==> config.mk <==
export PLATFORM = sky130hd
export DESIGN_NAME = socket_slot_table
export DESIGN_NICKNAME = d
export VERILOG_FILES = /design/src/rtl/sst_pkg.sv /design/src/rtl/sst_ram.sv /design/src/rtl/socket_slot_table.sv
export SDC_FILE = /design/constraint.sdc
export NUM_CORES = 1
export LEC_CHECK = 0
export ABC_AREA = 1
export BUFFER_PORTS_ARGS = -buffer_cell sky130_fd_sc_hd__buf_4
export CAP_MARGIN = 20
export CORE_ASPECT_RATIO = 0.5
export CORE_MARGIN = 2
export CORE_UTILIZATION = 30
export CTS_CLUSTER_DIAMETER = 80
export DETAILED_ROUTE_END_ITERATION = 8
export PLACE_DENSITY = 0.56
export SYNTH_ARGS = -nofsm -noshare
export SYNTH_HDL_FRONTEND = slang
export SYNTH_SLANG_ARGS = --single-unit
==> constraint.sdc <==
create_clock -name clock -period 5.5 [get_ports clock]
set_clock_uncertainty 0.1 [all_clocks]
set_input_delay 0 -clock clock [delete_from_list [all_inputs] [get_ports clock]]
set_output_delay 0 -clock clock [all_outputs]
set_load 0.005 [all_outputs]
==> src/rtl/sst_pkg.sv <==
// Shared constants, types and helpers for the socket slot table.
`default_nettype none
package sst_pkg;

   localparam int SLOTS  = 8;
   localparam int IDX_W  = (SLOTS > 1) ? $clog2(SLOTS) : 1;
   localparam int SLOT_W = 3;
   localparam int CMP_W  = (IDX_W > SLOT_W) ? IDX_W : SLOT_W;
   localparam int ADDR_W = 32;
   localparam int PORT_W = 16;
   localparam int KIND_W = 2;
   localparam int AP_W   = ADDR_W + PORT_W;
   localparam int PADDR_W = 2;

   localparam logic [PADDR_W-1:0] CSR_WILDCARD = 2'd0;

   typedef enum logic [1:0] {
      FUNC_OPEN   = 2'd0,
      FUNC_BIND   = 2'd1,
      FUNC_CLOSE  = 2'd2,
      FUNC_LOOKUP = 2'd3
   } func_type;

   typedef enum logic [2:0] {
      ST_IDLE   = 3'b001,
      ST_WALK   = 3'b010,
      ST_FINISH = 3'b100
   } state_type;

   // slot index as reported on the result port (low three bits)
   function automatic logic [SLOT_W-1:0] to_slot_out(input logic [IDX_W-1:0] idx);
      logic [CMP_W-1:0] ext;
      ext = CMP_W'(idx);
      return ext[SLOT_W-1:0];
   endfunction

endpackage
`default_nettype wire

==> src/rtl/sst_ram.sv <==
// Generic single-write, single-read RAM with registered read data.
`default_nettype none
module sst_ram #(
   parameter int WIDTH = 8,
   parameter int DEPTH = 8,
   localparam int AW = (DEPTH > 1) ? $clog2(DEPTH) : 1
) (
   input  wire logic             clock,
   input  wire logic             wr_en,
   input  wire logic [AW-1:0]    wr_addr,
   input  wire logic [WIDTH-1:0] wr_data,
   input  wire logic [AW-1:0]    rd_addr,
   output logic      [WIDTH-1:0] rd_data
);

   logic [WIDTH-1:0] mem [DEPTH];

   always_ff @(posedge clock) begin
      if (wr_en) begin
         mem[wr_addr] <= wr_data;
      end
      rd_data <= mem[rd_addr];
   end

endmodule
`default_nettype wire

==> src/rtl/socket_slot_table.sv <==
// Socket slot table: open, bind, close and lookup over a fixed set of slots.
//
// Requests enter on req_* (valid/stall); one result per request leaves on
// rsp_* from an output register. One request is worked on at a time.
// Open, bind and close finish in the accept cycle; their result is
// registered, then moved from the finish state into the output register.
// Lookup walks the slots in order through the slot memories, one slot per
// cycle with registered read data, and stops at the first match or after
// the last slot. The walk sets the rate.
// The next request is taken once the result has moved into the output
// register; it may then wait there while the next request is worked on.
// A stalled result holds the block in its finish state, with req_stall high.
// Open slot flags reset to all closed; address, port and kind memories are
// not cleared, and their read data is used only for slots flagged open.
// The wildcard address (APB offset 0) resets to 0 and should only be
// written while no request is in flight.
`default_nettype none
module socket_slot_table (
   input  wire logic                         clock,
   input  wire logic                         reset,
   input  wire logic                         req_valid,
   output logic                              req_stall,
   input  wire logic [1:0]                   req_func,
   input  wire logic [2:0]                   req_slot,
   input  wire logic [1:0]                   req_sock_kind,
   input  wire logic [31:0]                  req_address,
   input  wire logic [15:0]                  req_port_number,
   output logic                              rsp_valid,
   input  wire logic                         rsp_stall,
   output logic                              rsp_found,
   output logic [2:0]                        rsp_slot_out,
   input  wire logic                         psel,
   input  wire logic                         penable,
   input  wire logic                         pwrite,
   input  wire logic [sst_pkg::PADDR_W-1:0]  paddr,
   input  wire logic [31:0]                  pwdata,
   output logic      [31:0]                  prdata,
   output logic                              pready
);

   localparam int IDX_W  = sst_pkg::IDX_W;
   localparam int CMP_W  = sst_pkg::CMP_W;
   localparam int SLOTS  = sst_pkg::SLOTS;

   sst_pkg::state_type state_ff, state_in;

   logic [SLOTS-1:0]               open_ff, open_in;
   logic [sst_pkg::ADDR_W-1:0]     wildcard_ff, wildcard_in;
   logic [IDX_W-1:0]               chk_ff, chk_in;
   logic [sst_pkg::KIND_W-1:0]     q_kind_ff, q_kind_in;
   logic [sst_pkg::ADDR_W-1:0]     q_addr_ff, q_addr_in;
   logic [sst_pkg::PORT_W-1:0]     q_port_ff, q_port_in;
   logic                           res_found_ff, res_found_in;
   logic [2:0]                     res_slot_ff, res_slot_in;
   logic                           rsp_valid_ff, rsp_valid_in;
   logic                           rsp_found_ff, rsp_found_in;
   logic [2:0]                     rsp_slot_ff, rsp_slot_in;

   // memory ports
   logic                           ap_we, kind_we;
   logic [IDX_W-1:0]               wr_addr, rd_addr;
   logic [sst_pkg::AP_W-1:0]       ap_wdata, ap_rdata;
   logic [sst_pkg::KIND_W-1:0]     kind_wdata, kind_rdata;

   logic                           accept, out_free, free_hit, slot_ok, match;
   logic [IDX_W-1:0]               free_idx, slot_idx;
   logic [CMP_W-1:0]               slot_ext;
   logic [sst_pkg::ADDR_W-1:0]     rd_address;
   logic [sst_pkg::PORT_W-1:0]     rd_port;
   logic                           csr_wr;

   sst_ram #(.WIDTH(sst_pkg::AP_W), .DEPTH(SLOTS)) u_ap_ram (
      .clock   (clock),
      .wr_en   (ap_we),
      .wr_addr (wr_addr),
      .wr_data (ap_wdata),
      .rd_addr (rd_addr),
      .rd_data (ap_rdata)
   );

   sst_ram #(.WIDTH(sst_pkg::KIND_W), .DEPTH(SLOTS)) u_kind_ram (
      .clock   (clock),
      .wr_en   (kind_we),
      .wr_addr (wr_addr),
      .wr_data (kind_wdata),
      .rd_addr (rd_addr),
      .rd_data (kind_rdata)
   );

   assign pready = 1'b1;
   assign csr_wr = psel && penable && pwrite && (paddr == sst_pkg::CSR_WILDCARD);
   assign prdata = (paddr == sst_pkg::CSR_WILDCARD) ? wildcard_ff : 32'd0;
   assign wildcard_in = csr_wr ? pwdata : wildcard_ff;

   assign req_stall    = (state_ff != sst_pkg::ST_IDLE);
   assign accept       = req_valid && !req_stall;
   assign out_free     = !rsp_valid_ff || !rsp_stall;
   assign rsp_valid    = rsp_valid_ff;
   assign rsp_found    = rsp_found_ff;
   assign rsp_slot_out = rsp_slot_ff;

   assign slot_ext = CMP_W'(req_slot);
   assign slot_idx = slot_ext[IDX_W-1:0];
   assign slot_ok  = (int'(req_slot) < SLOTS);

   assign rd_address = ap_rdata[sst_pkg::AP_W-1:sst_pkg::PORT_W];
   assign rd_port    = ap_rdata[sst_pkg::PORT_W-1:0];
   assign match = open_ff[chk_ff] && (kind_rdata == q_kind_ff) && (rd_port == q_port_ff)
                  && ((rd_address == q_addr_ff) || (rd_address == wildcard_ff));

   // lowest closed slot
   always_comb begin
      free_hit = 1'b0;
      free_idx = '0;
      for (int i = SLOTS - 1; i >= 0; i--) begin
         if (!open_ff[i]) begin
            free_hit = 1'b1;
            free_idx = IDX_W'(i);
         end
      end
   end

   always_comb begin
      state_in     = state_ff;
      open_in      = open_ff;
      chk_in       = chk_ff;
      q_kind_in    = q_kind_ff;
      q_addr_in    = q_addr_ff;
      q_port_in    = q_port_ff;
      res_found_in = res_found_ff;
      res_slot_in  = res_slot_ff;
      rsp_valid_in = rsp_valid_ff && rsp_stall;
      rsp_found_in = rsp_found_ff;
      rsp_slot_in  = rsp_slot_ff;
      ap_we        = 1'b0;
      kind_we      = 1'b0;
      wr_addr      = slot_idx;
      ap_wdata     = {req_address, req_port_number};
      kind_wdata   = req_sock_kind;
      rd_addr      = '0;

      case (state_ff)
         sst_pkg::ST_IDLE: begin
            if (accept) begin
               q_kind_in    = req_sock_kind;
               q_addr_in    = req_address;
               q_port_in    = req_port_number;
               res_found_in = 1'b1;
               res_slot_in  = req_slot;
               state_in     = sst_pkg::ST_FINISH;
               case (sst_pkg::func_type'(req_func))
                  sst_pkg::FUNC_OPEN: begin
                     wr_addr      = free_idx;
                     ap_wdata     = '0;
                     ap_we        = free_hit;
                     kind_we      = free_hit;
                     res_found_in = free_hit;
                     res_slot_in  = free_hit ? sst_pkg::to_slot_out(free_idx) : 3'd0;
                     if (free_hit) begin
                        open_in[free_idx] = 1'b1;
                     end
                  end
                  sst_pkg::FUNC_BIND: begin
                     ap_we = slot_ok;
                  end
                  sst_pkg::FUNC_CLOSE: begin
                     if (slot_ok) begin
                        open_in[slot_idx] = 1'b0;
                     end
                  end
                  sst_pkg::FUNC_LOOKUP: begin
                     chk_in   = '0;
                     state_in = sst_pkg::ST_WALK;
                  end
                  default: begin
                     state_in = sst_pkg::ST_FINISH;
                  end
               endcase
            end
         end
         sst_pkg::ST_WALK: begin
            // read data here belongs to slot chk_ff; next slot is read meanwhile
            rd_addr = IDX_W'({1'b0, chk_ff} + 1'b1);
            chk_in  = rd_addr;
            if (match) begin
               res_found_in = 1'b1;
               res_slot_in  = sst_pkg::to_slot_out(chk_ff);
               state_in     = sst_pkg::ST_FINISH;
            end else if (chk_ff == IDX_W'(SLOTS - 1)) begin
               res_found_in = 1'b0;
               res_slot_in  = 3'd0;
               state_in     = sst_pkg::ST_FINISH;
            end
         end
         sst_pkg::ST_FINISH: begin
            if (out_free) begin
               rsp_valid_in = 1'b1;
               rsp_found_in = res_found_ff;
               rsp_slot_in  = res_slot_ff;
               state_in     = sst_pkg::ST_IDLE;
            end
         end
         default: begin
            state_in = sst_pkg::ST_IDLE;
         end
      endcase
   end

   always_ff @(posedge clock) begin
      if (reset) begin
         state_ff     <= sst_pkg::ST_IDLE;
         open_ff      <= '0;
         wildcard_ff  <= '0;
         rsp_valid_ff <= 1'b0;
      end else begin
         state_ff     <= state_in;
         open_ff      <= open_in;
         wildcard_ff  <= wildcard_in;
         rsp_valid_ff <= rsp_valid_in;
      end
   end

   always_ff @(posedge clock) begin
      chk_ff       <= chk_in;
      q_kind_ff    <= q_kind_in;
      q_addr_ff    <= q_addr_in;
      q_port_ff    <= q_port_in;
      res_found_ff <= res_found_in;
      res_slot_ff  <= res_slot_in;
      rsp_found_ff <= rsp_found_in;
      rsp_slot_ff  <= rsp_slot_in;
   end

endmodule
`default_nettype wire
======== Yosys cells after proc, flatten, opt, wreduce, memory -nomap -nowiden ========
Memory sizes are Yosys's and may differ from the RTL's. A register that Yosys moved wholly into a read port is not among the register bits.
Cells that the tools add are included.
cells by class
  add/sub/neg operators ................... 1
  $lt $le $gt $ge ......................... 5
  equality and inequality tests ........... 17
  mux-type cells .......................... 64
  bitwise logic cells ..................... 3
  reduce and logical (&&, ||, !) cells .... 25
operators by type and width
  kind                  count
  $mux W48              3
  $mux W3               24
  $eq A32 B32 Y1        2
  $mux W32              1
  $mux W1               26
  $eq A16 B16 Y1        1
  $pmux W8 S2           1
  $lt A3 B4 Y1 const B  3
  $pmux W3 S2           2
  $logic_and A1 B1 Y1   10
  $pmux W3 S3           1
  $reduce_and A3 Y1     3
  $and A8 B8 Y8         1
  $mux W8               1
  $not A8 Y8            1
  $or A8 B8 Y8          1
  $demux W1 S3          2
  $eq A3 B3 Y1 const B  2
  $ge A3 B1 Y1 const B  2
  $ne A2 B2 Y1 const B  3
  $eq A2 B2 Y1 const B  2
  $logic_not A2 Y1      2
  $pmux W1 S2           2
  $reduce_and A2 Y1     2
  other kinds (13)      17
storage, ports and cells
  bits in registers ....................... 105
  bits in writable memories ............... 400
  bits of input ports ..................... 96
  output and inout bits ................... 39
  logic and storage cells ................. 129
  memories kept ........................... 2
memories
  name            depth  bits a word  rd ports  clocked after Yosys merged registers in  write ports  RTL line       RTL
  u_ap_ram.mem    8      48           1         1                                        1            sst_ram.sv:16  logic [WIDTH-1:0] mem [DEPTH];
  u_kind_ram.mem  8      2            1         1                                        1            sst_ram.sv:16

======== Longest topological paths before layout ========
Gate-level depths: netlist of run 1.
  word-level depth ........................ 15
  depth in mapped cells ................... 14

======== Modules after synthesis ========
Synthesis of run 1 repeated with hierarchy kept, for this count alone.
second synthesis, totals
  cells, all modules ...................... 2536
  area, all modules ....................... 24111.9 sq um
by module, submodules not included
  module                 times used  cells an instance  area each (sq um)  seq. area each (sq um)
  sst_ram at u_ap_ram    1           1725               17670.7            12492.0
  socket_slot_table      1           722                5634.2             2712.6
  sst_ram at u_kind_ram  1           89                 807.0              520.5

======== Worst setup path before layout of run 1 ========
OpenSTA, ideal clock, no wires.
  path kind ............................... reg-to-reg
  start ................................... register state_ff[0]
  end ..................................... memory u_ap_ram.mem[5][0] (netlist name) (enable)
  setup time .............................. 454 ps
  data arrival time ....................... 4045 ps
  data required time ...................... 4946 ps
  setup slack ............................. 902 ps
  stages on the path, launching flop included .. 14
  buffers on the path ..................... 0
  period minus slack after synthesis ...... 4598 ps
  path through ............................ dfxtp_1 inv_2 nor3_4 inv_2 nor2_8 inv_2 nor2_4 inv_2 or2_0 o21ai_2 inv_2 nor2_2 nand2_1 nor2_1
on the way
  cells in the longest elaborated chain, start to end .. 7
  elaborated cells between the ends (all ways) .. 10
  those cells by class .................... 2 x eq/ne; 6 x mux; 2 x reduce/logical
ends and longest elaborated chain
  element                        RTL line                  RTL
  start, declared                socket_slot_table.sv:45   sst_pkg::state_type state_ff, state_in;
  start signal, assigned         socket_slot_table.sv:211  state_ff <= sst_pkg::ST_IDLE;
  start signal, assigned         socket_slot_table.sv:216  state_ff <= state_in;
  $ne A3 B1 Y1 (*)               socket_slot_table.sv:95   assign req_stall = (state_ff != sst_pkg::ST_IDLE);
  net req_stall                  socket_slot_table.sv:22   output logic req_stall,
  $logic_not A1 Y1 (*)           socket_slot_table.sv:96   assign accept = req_valid && !req_stall;
  $logic_and A1 B1 Y1 (*)        socket_slot_table.sv:96
  $mux W1                        socket_slot_table.sv:144  if (accept) begin
  $mux W1                        socket_slot_table.sv:142  case (state_ff)
  $mux W1                        sst_ram.sv:19             if (wr_en) begin
  $mux W1 (implied by the code)  sst_ram.sv:20             mem[wr_addr] <= wr_data;
  end, declared                  sst_ram.sv:16
The timed path passes the listed nets; every way through them passes the cells marked *.

======== Worst setup path after layout of run 1 ========
  start ................................... register state_ff[0]
  end ..................................... memory u_ap_ram.mem[3][42] (netlist name) (enable)
on the way
  cells in the longest elaborated chain, start to end .. 7
  elaborated cells between the ends (all ways) .. 10
  those cells by class .................... 2 x eq/ne; 6 x mux; 2 x reduce/logical
ends and longest elaborated chain
  element                        RTL line
  $ne A3 B1 Y1                   socket_slot_table.sv:95
  $logic_not A1 Y1               socket_slot_table.sv:96
  $logic_and A1 B1 Y1            socket_slot_table.sv:96
  $mux W1                        socket_slot_table.sv:144
  $mux W1                        socket_slot_table.sv:142
  $mux W1                        sst_ram.sv:19
  $mux W1 (implied by the code)  sst_ram.sv:20
Several ways; a longest one is shown, not always the timed one.

==> reports/metrics.csv, run 1 <==
stage,metric,value,unit
layout,Final Cell Area,27800,sq um
outcome,outcome,"finished, final reports clean",
setup_path,crit path DAT,3.87,ns
floorplanning,Die H,198,um
placed_design,placed cells,2894,
sta,Setup TNS,0,ns
layout,fin util,37.7,%
clock_tree,CTS buffer count,53,
layout,area added between synthesis and finish,23.6,%
detailed_routing,WL/cell,17.0,um
layout,"Net count, final",2180,
sta,worst slew pin tran,1.06,ns
clock_tree,CTS H-tree depth,2,
pwr,PwrDens,329,nW/um^2
clock_tree,CTS sink count,555,
grt,grt ovf,0,
grt,Overall Global Routing Usage,13.7,%
detailed_routing,uppermost routed layer,met4,
detailed_routing,Detailed Route WL,53.2,mm
grt,vias in the first global route,14300,
floorplanning,die area,77300,sq um
pwr,part of the power in the clock network,40.2,%
layout,final cell count without fillers,3134,
sta,Final Max Tran Viols,0,
clock_tree,maximum clock path buffer count,3,
pwr,Static Leak,0.00984,uW
logic_synthesis,largest area contributor in the netlist,edfxtp_1,
sta,"Hold Vio Cnt, Final",0,
detailed_routing,met1 WL,24.3,mm
logic_synthesis,post-synth cell types,36,
floorplanning,# rows,70,
logic_synthesis,Synth Instances,1824,
floorplanning,die width,391,um
logic_synthesis,"Avg Cell Area, Syn",12.3,sq um
pwr,Internal,7130,uW
logic_synthesis,#FFs+latches synth,555,
setup_path,Startpoint Class,flip-flop,
logic_synthesis,Post-synth top cells,"edfxtp_1, nor2_1, nand2_1",
logic_synthesis,share of the synthesized area in the top cell type,61.6,%
flow_run,max cap viols,0,
detailed_routing,DR pass1 iterations,5,
logic_synthesis,Mapped Nets,1922,
floorplanning,CORE AREA,73700,sq um
clock_tree,worst skew pair latency,0.60,ns
pwr,switching share of power,22.1,%
logic_synthesis,"Primary FF master, synth",edfxtp_1,
logic_synthesis,sequential area share after synthesis,69.9,%
clock_tree,clock root buffer master,clkbuf_16,
clock_tree,Clock Pin Slew Worst Setup and Hold Paths,0.06,ns
floorplanning,initial core utilization,30.5,%
logic_synthesis,top-count cell post-synth,edfxtp_1,
detailed_routing,Final ANT Viol Nets,0,
logic_synthesis,Post-synth EDFFs,461,
detailed_routing,DR WL met3,1.98,mm
logic_synthesis,mapped cell area,22500,sq um
pwr,sequential fraction of design power,52.6,%
sta,RSZ-0062 raised after global routing,false,
pwr,NetSw,2020,uW
setup_path,Setup CP Type,reg -> reg,
sta,Final Cycle Share,67.8,%
setup_path,Critical Path RT,5.65,ns
sta,Worst slew margin,29.0,%
placed_design,Port Buf Inserts,133,
min_path,min-delay worst type,in -> reg,
sta,Finish-stage setup viols,0,
setup_path,CP endpoint kind,flip-flop,
placed_design,DP HPWL,31.3,mm
sta,Hold WS,0.0359,ns
clock_tree,post-cts sizing count,0,
pwr,Worst VDD drop,0.202,mV
logic_synthesis,synth warn,0,
grt,largest net degree at the start of global routing,202,
floorplanning,I/O pin cnt,135,
sta,Max Clk Rate,0.268,GHz
layout,Ant. Diodes,0,
grt,initial antenna violation count,0,
placed_design,area post-placement,24600,sq um
detailed_routing,DR vias/cell,4.60,
clock_tree,CTS tree,done,
logic_synthesis,largest cells by area after synthesis,"edfxtp_1, dfxtp_1, o211ai_1",
logic_synthesis,ys async rst share,0,%
setup_path,Crit Path Max Fanout,53,
detailed_routing,# DRC,0,
placed_design,RePlAce Congestion,0.748,
detailed_routing,met2 WL,25.7,mm
grt,first-pass GRT wire length,82.5,mm
pwr,combinational power share,7.2,%
detailed_routing,initial drt markers,1177,
detailed_routing,via count,14400,
layout,share of cells above drive strength 1,17.5,%
sta,min Tclk post-route,3.73,ns
## routing by layer
metal,track usage (%),vias up
met1,18.4,7087
met4,4.20,0
met3,1.94,69
met5,0,-
li1,-,6982
met2,22.9,270
## per-stage QoR
stage	worst slack [ns]	power [uW]
after floorplan	0.902	5240
after detailed placement	1.72	5500
after global placement	1.81	5490
after CTS	1.67	9240
final	1.77	9150
after global routing	1.47	9470
## placed cells by master, fill, tap and decap left out, types with 2 or more instances in the layout
| cell type | count |
|---|---|
| a21oi_1 | 43 |
| a31oi_1 | 57 |
| buf_12 | 5 |
| buf_4 | 153 |
| bufinv_16 | 5 |
| clkbuf_1 | 12 |
| clkbuf_16 | 55 |
| clkbuf_8 | 4 |
| clkinv_1 | 4 |
| clkinv_2 | 17 |
| clkinvlp_4 | 3 |
| dfxtp_1 | 94 |
| dlygate4sd3_1 | 140 |
| edfxtp_1 | 461 |
| ha_1 | 2 |
| inv_1 | 123 |
| inv_2 | 7 |
| nand2_1 | 179 |
| nand3_1 | 14 |
| nand3b_1 | 3 |
| nand4_1 | 5 |
| nor2_1 | 181 |
| nor2_2 | 3 |
| nor2_4 | 10 |
| nor3_4 | 2 |
| o211ai_1 | 103 |
| o21ai_0 | 113 |
| o21ai_1 | 42 |
| o21ai_2 | 2 |
| o21bai_1 | 102 |
| o31ai_1 | 2 |
| or2_2 | 100 |
| xnor2_1 | 60 |
| xor2_1 | 9 |
## logic make-up (layout without fill, tap and decap cells)
kind of cell               after synthesis  in the layout  synth area share [%]
and+or+nand+nor                        502            502                  10.0
adders and majority gates                2              2                 0.111
buffers and inverters                  229            531                  4.19
DFF                                    555            555                  69.9
other                                    1              1                0.0167
xor gates and xnor gates                69             69                  2.69
AOI/OAI and AO/OA                      466            466                  13.1
## sequential cells by signal, summed over array words and instances, names as in the netlist, 8 cells and up
name and flops:
u_ap_ram.mem 384, q_port_ff 16, u_kind_ram.mem 16, wildcard_ff 32, q_addr_ff 32, open_ff 8
u_ap_ram.rd_data 48
## cell type report
cell class	count	area (sq um)
Clock buffer	71	1480
Clock inverter	28	272
Fill cell	7023	45900
Inverter	133	509
Multi-Input combinational cell	1040	5880
Sequential cell	555	15700
Tap cell	1008	1260
Timing Repair Buffer	299	2680
## worst paths after layout
path | from | end | slack [ns] | depth (start not counted)
min | req_address[16] | q_addr_ff[16] | 0.04 | 2
max reg2reg | state_ff[0] | u_ap_ram.mem[3][42] | 1.77 | 9
max | state_ff[0] | u_ap_ram.mem[3][42] | 1.77 | 9
min reg2reg | res_found_ff | rsp_found | 0.32 | 0
## worst max-delay path, cell delays in order (launching register included)
cell      delay, ns
dfxtp_1        0.40
inv_2          0.07
nor3_4         0.16
inv_2          0.11
nor2_8         0.09
buf_4          0.64
o211ai_1       0.24
buf_4          0.28
nor2_4         0.74
buf_4          0.51
## power groups by stage
stage / combinational [uW] / clock [uW] / sequential, uW
floorplan: 358 / 0 / 4890
global placement: 587 / 0 / 4900
detailed placement: 595 / 0 / 4900
CTS: 668 / 3750 / 4810
global route: 738 / 3910 / 4820
finish: 663 / 3670 / 4810
## repair_timing
item                      in CTS  in global routing
hold endpoints to repair     512                  0
buffers inserted               0                  0
hold buffers                 140                  0
(Power assumes the default switching activity.)
==> inputs of run 2 (changes only) <==
- clock period: 5.5 -> 3.85 ns (I/O delays scaled with it)
==> run 2 against run 1 <==
Net effect: clock power increased by 38%; fmax increased by 17%; non-clock buffer count decreased by 5; via count decreased by 0.74%; die area unchanged; highest routed layer unchanged; global-route usage decreased by 0.28 points; wire length decreased by 1.8%; hold slack improved by 0.0040 ns; final cell count decreased by 0.16%.
==> reports/metrics.csv, run 2 (synthesized netlist as in run 1, its figures left out) <==
stage,metric,value,unit,change
outcome,outcome,"finished, final reports clean",,unchanged
clock_tree,CTS buffer count,53,,unchanged
min_path,min-delay worst type,in -> reg,,unchanged
clock_tree,Clock Pin Slew Worst Setup and Hold Paths,0.06,ns,about the same
floorplanning,die width,391,um,unchanged
detailed_routing,DR vias/cell,4.57,,was 4.60
sta,Final Cycle Share,82.9,%,was 67.8%
layout,max FFs per register,384,,unchanged
layout,final cell count without fillers,3129,,"was 3,134"
sta,RSZ-0062 raised after global routing,false,,unchanged
sta,Final Max Tran Viols,0,,unchanged
setup_path,R2R depth,10,,was 9
pwr,combinational power share,7.3,%,was 7.2%
sta,Worst slew margin,25.0,%,was 29.0%
layout,most flop-heavy register,u_ap_ram.mem,,unchanged
pwr,NetSw,2820,uW,was 2020 uW
floorplanning,CORE AREA,73700,sq um,unchanged
detailed_routing,via count,14300,,"was 14,400"
sta,min Tclk post-route,3.19,ns,was 3.73 ns
detailed_routing,initial drt markers,1046,,"was 1,177"
sta,Max Clk Rate,0.313,GHz,was 0.268 GHz
detailed_routing,WL/cell,16.7,um,was 17.0 um
floorplanning,I/O pin cnt,135,,unchanged
layout,Top Registers,"u_ap_ram.mem: 384 flops, u_ap_ram.rd_data: 48 flops",,unchanged
placed_design,placed cells,2900,,"was 2,894"
pwr,switching share of power,21.9,%,was 22.1%
sta,Setup TNS,0,ns,unchanged
layout,most frequent cells in the layout,"edfxtp_1, nor2_1, nand2_1",,unchanged
min_path,Cells on Worst Hold Path,2,,unchanged
detailed_routing,# DRC,0,,unchanged
setup_path,"Slowest-stage cell, CP",dlygate4sd3_1,,was nor2_4
setup_path,crit-path cells,inv_2 -> nor3_4 -> inv_2 -> nor2_8 -> buf_4 -> nand2_1 -> nor2_2 -> dlygate4sd3_1 -> a31oi_1 -> dlygate4sd3_1,,was inv_2 -> nor3_4 -> inv_2 -> nor2_8 -> buf_4 -> o211ai_1 -> buf_4 -> nor2_4 -> buf_4
layout,Ant. Diodes,0,,unchanged
floorplanning,# rows,70,,unchanged
clock_tree,post-cts sizing count,0,,unchanged
setup_path,Crit Path Max Fanout,30,,was 53
pwr,sequential fraction of design power,53.5,%,was 52.6%
pwr,Worst VDD drop,0.305,mV,was 0.202 mV
grt,largest net degree at the start of global routing,202,,unchanged
pwr,part of the power in the clock network,39.3,%,was 40.2%
layout,share of cells above drive strength 1,17.2,%,was 17.5%
layout,area added between synthesis and finish,23.0,%,was 23.6%
clock_tree,CTS tree,done,,unchanged
placed_design,DP HPWL,29.2,mm,was 31.3 mm
setup_path,crit path DAT,3.57,ns,was 3.87 ns
grt,grt ovf,0,,unchanged
layout,"most common cell after layout, fill and taps aside",edfxtp_1,,unchanged
clock_tree,maximum clock path buffer count,3,,unchanged
pwr,PwrDens,465,nW/um^2,was 329 nW/um^2
clock_tree,CTS sink count,555,,unchanged
setup_path,Setup CP Type,reg -> reg,,unchanged
grt,vias in the first global route,14000,,"was 14,300"
grt,initial antenna violation count,0,,unchanged
sta,Finish-stage setup viols,0,,unchanged
flow_run,max cap viols,0,,unchanged
placed_design,RePlAce Congestion,0.783,,was 0.748
floorplanning,initial core utilization,30.5,%,unchanged
grt,Overall Global Routing Usage,13.4,%,was 13.7%
floorplanning,die area,77300,sq um,unchanged
setup_path,CP endpoint kind,flip-flop,,unchanged
pwr,Static Leak,0.00978,uW,was 0.00984 uW
layout,"Net count, final",2175,,"was 2,180"
detailed_routing,DR pass1 iterations,7,,was 5
sta,"Hold Vio Cnt, Final",0,,unchanged
clock_tree,CTS H-tree depth,2,,unchanged
setup_path,Critical Path RT,4.23,ns,was 5.65 ns
clock_tree,worst skew pair latency,0.59,ns,was 0.60 ns
grt,first-pass GRT wire length,80.6,mm,was 82.5 mm
setup_path,Startpoint Class,flip-flop,,unchanged
setup_path,crit-path max cell delay,0.71,ns,was 0.74 ns
detailed_routing,Detailed Route WL,52.2,mm,was 53.2 mm
clock_tree,postcts setup bufs,0,,unchanged
placed_design,Port Buf Inserts,133,,unchanged
floorplanning,Die H,198,um,unchanged
clock_tree,Hold Buf Count CTS,130,,was 140
pwr,Internal,10000,uW,was 7130 uW
clock_tree,clock root buffer master,clkbuf_16,,unchanged
detailed_routing,Final ANT Viol Nets,0,,unchanged
sta,worst slew pin tran,1.13,ns,was 1.06 ns
## run 2: path summary, 6_finish.rpt
kind                                     startpoint               to  slack, ns
worst max-delay path                    state_ff[0]       open_ff[2]       0.66
worst min-delay path            req_port_number[13]    q_port_ff[13]       0.04
worst max register to register          state_ff[0]       open_ff[2]       0.66
worst min register to register       res_slot_ff[0]  rsp_slot_out[0]       0.32
## run 2: cell type report
class | instances | area, sq um
fillers | 7069 | 46000
clock inverters | 22 | 208
multi-input cells | 1040 | 5880
flip-flops and latches | 555 | 15700
well taps | 1008 | 1260
clock buffers | 77 | 1460
inverters | 133 | 507
repair buffers | 294 | 2620
## run 2: metrics by stage
step           instance area [sq um]  setup WS (ns)  total power, uW  hold slack (ns)  util (%)
2_1_floorplan                  22500         0.0494             7490          -0.0309         -
3_3_place_gp                   24700           1.05             7840           0.0888      33.5
3_5_place_dp                   24700          0.985             7860           0.0891      33.5
4_1_cts                        27700          0.665            13000         0.000490      37.5
5_1_grt                        27700          0.485            13300           0.0246      37.5
6_report                       27700          0.657            12900           0.0399      37.5
## run 2: worst max-delay path: cells and delay by family, from the launching register on
family                 cells  cell delay (ns)
AO/OA/AOI/OAI              1             0.11
buffers and inverters      5             1.88
flip-flops                 1             0.41
AND/OR/NAND/NOR            4             0.58
## run 2: power by group through the flow
stage | clock (uW) | combinational [uW] | sequential (uW)
2_1_floorplan | 0 | 515 | 6980
3_3_place_gp | 0 | 845 | 7000
3_5_place_dp | 0 | 856 | 7000
4_1_cts | 5170 | 948 | 6870
5_1_grt | 5390 | 1040 | 6890
6_report | 5050 | 935 | 6870
## run 2: layer usage
metal | track usage (%) | wire (um) | vias to the layer above
li1 | - | - | 6978
met4 | 4.55 | 1230 | 0
met5 | 0 | 0 | -
met1 | 17.5 | 23700 | 7034
met3 | 2.04 | 1700 | 78
met2 | 22.7 | 25700 | 212
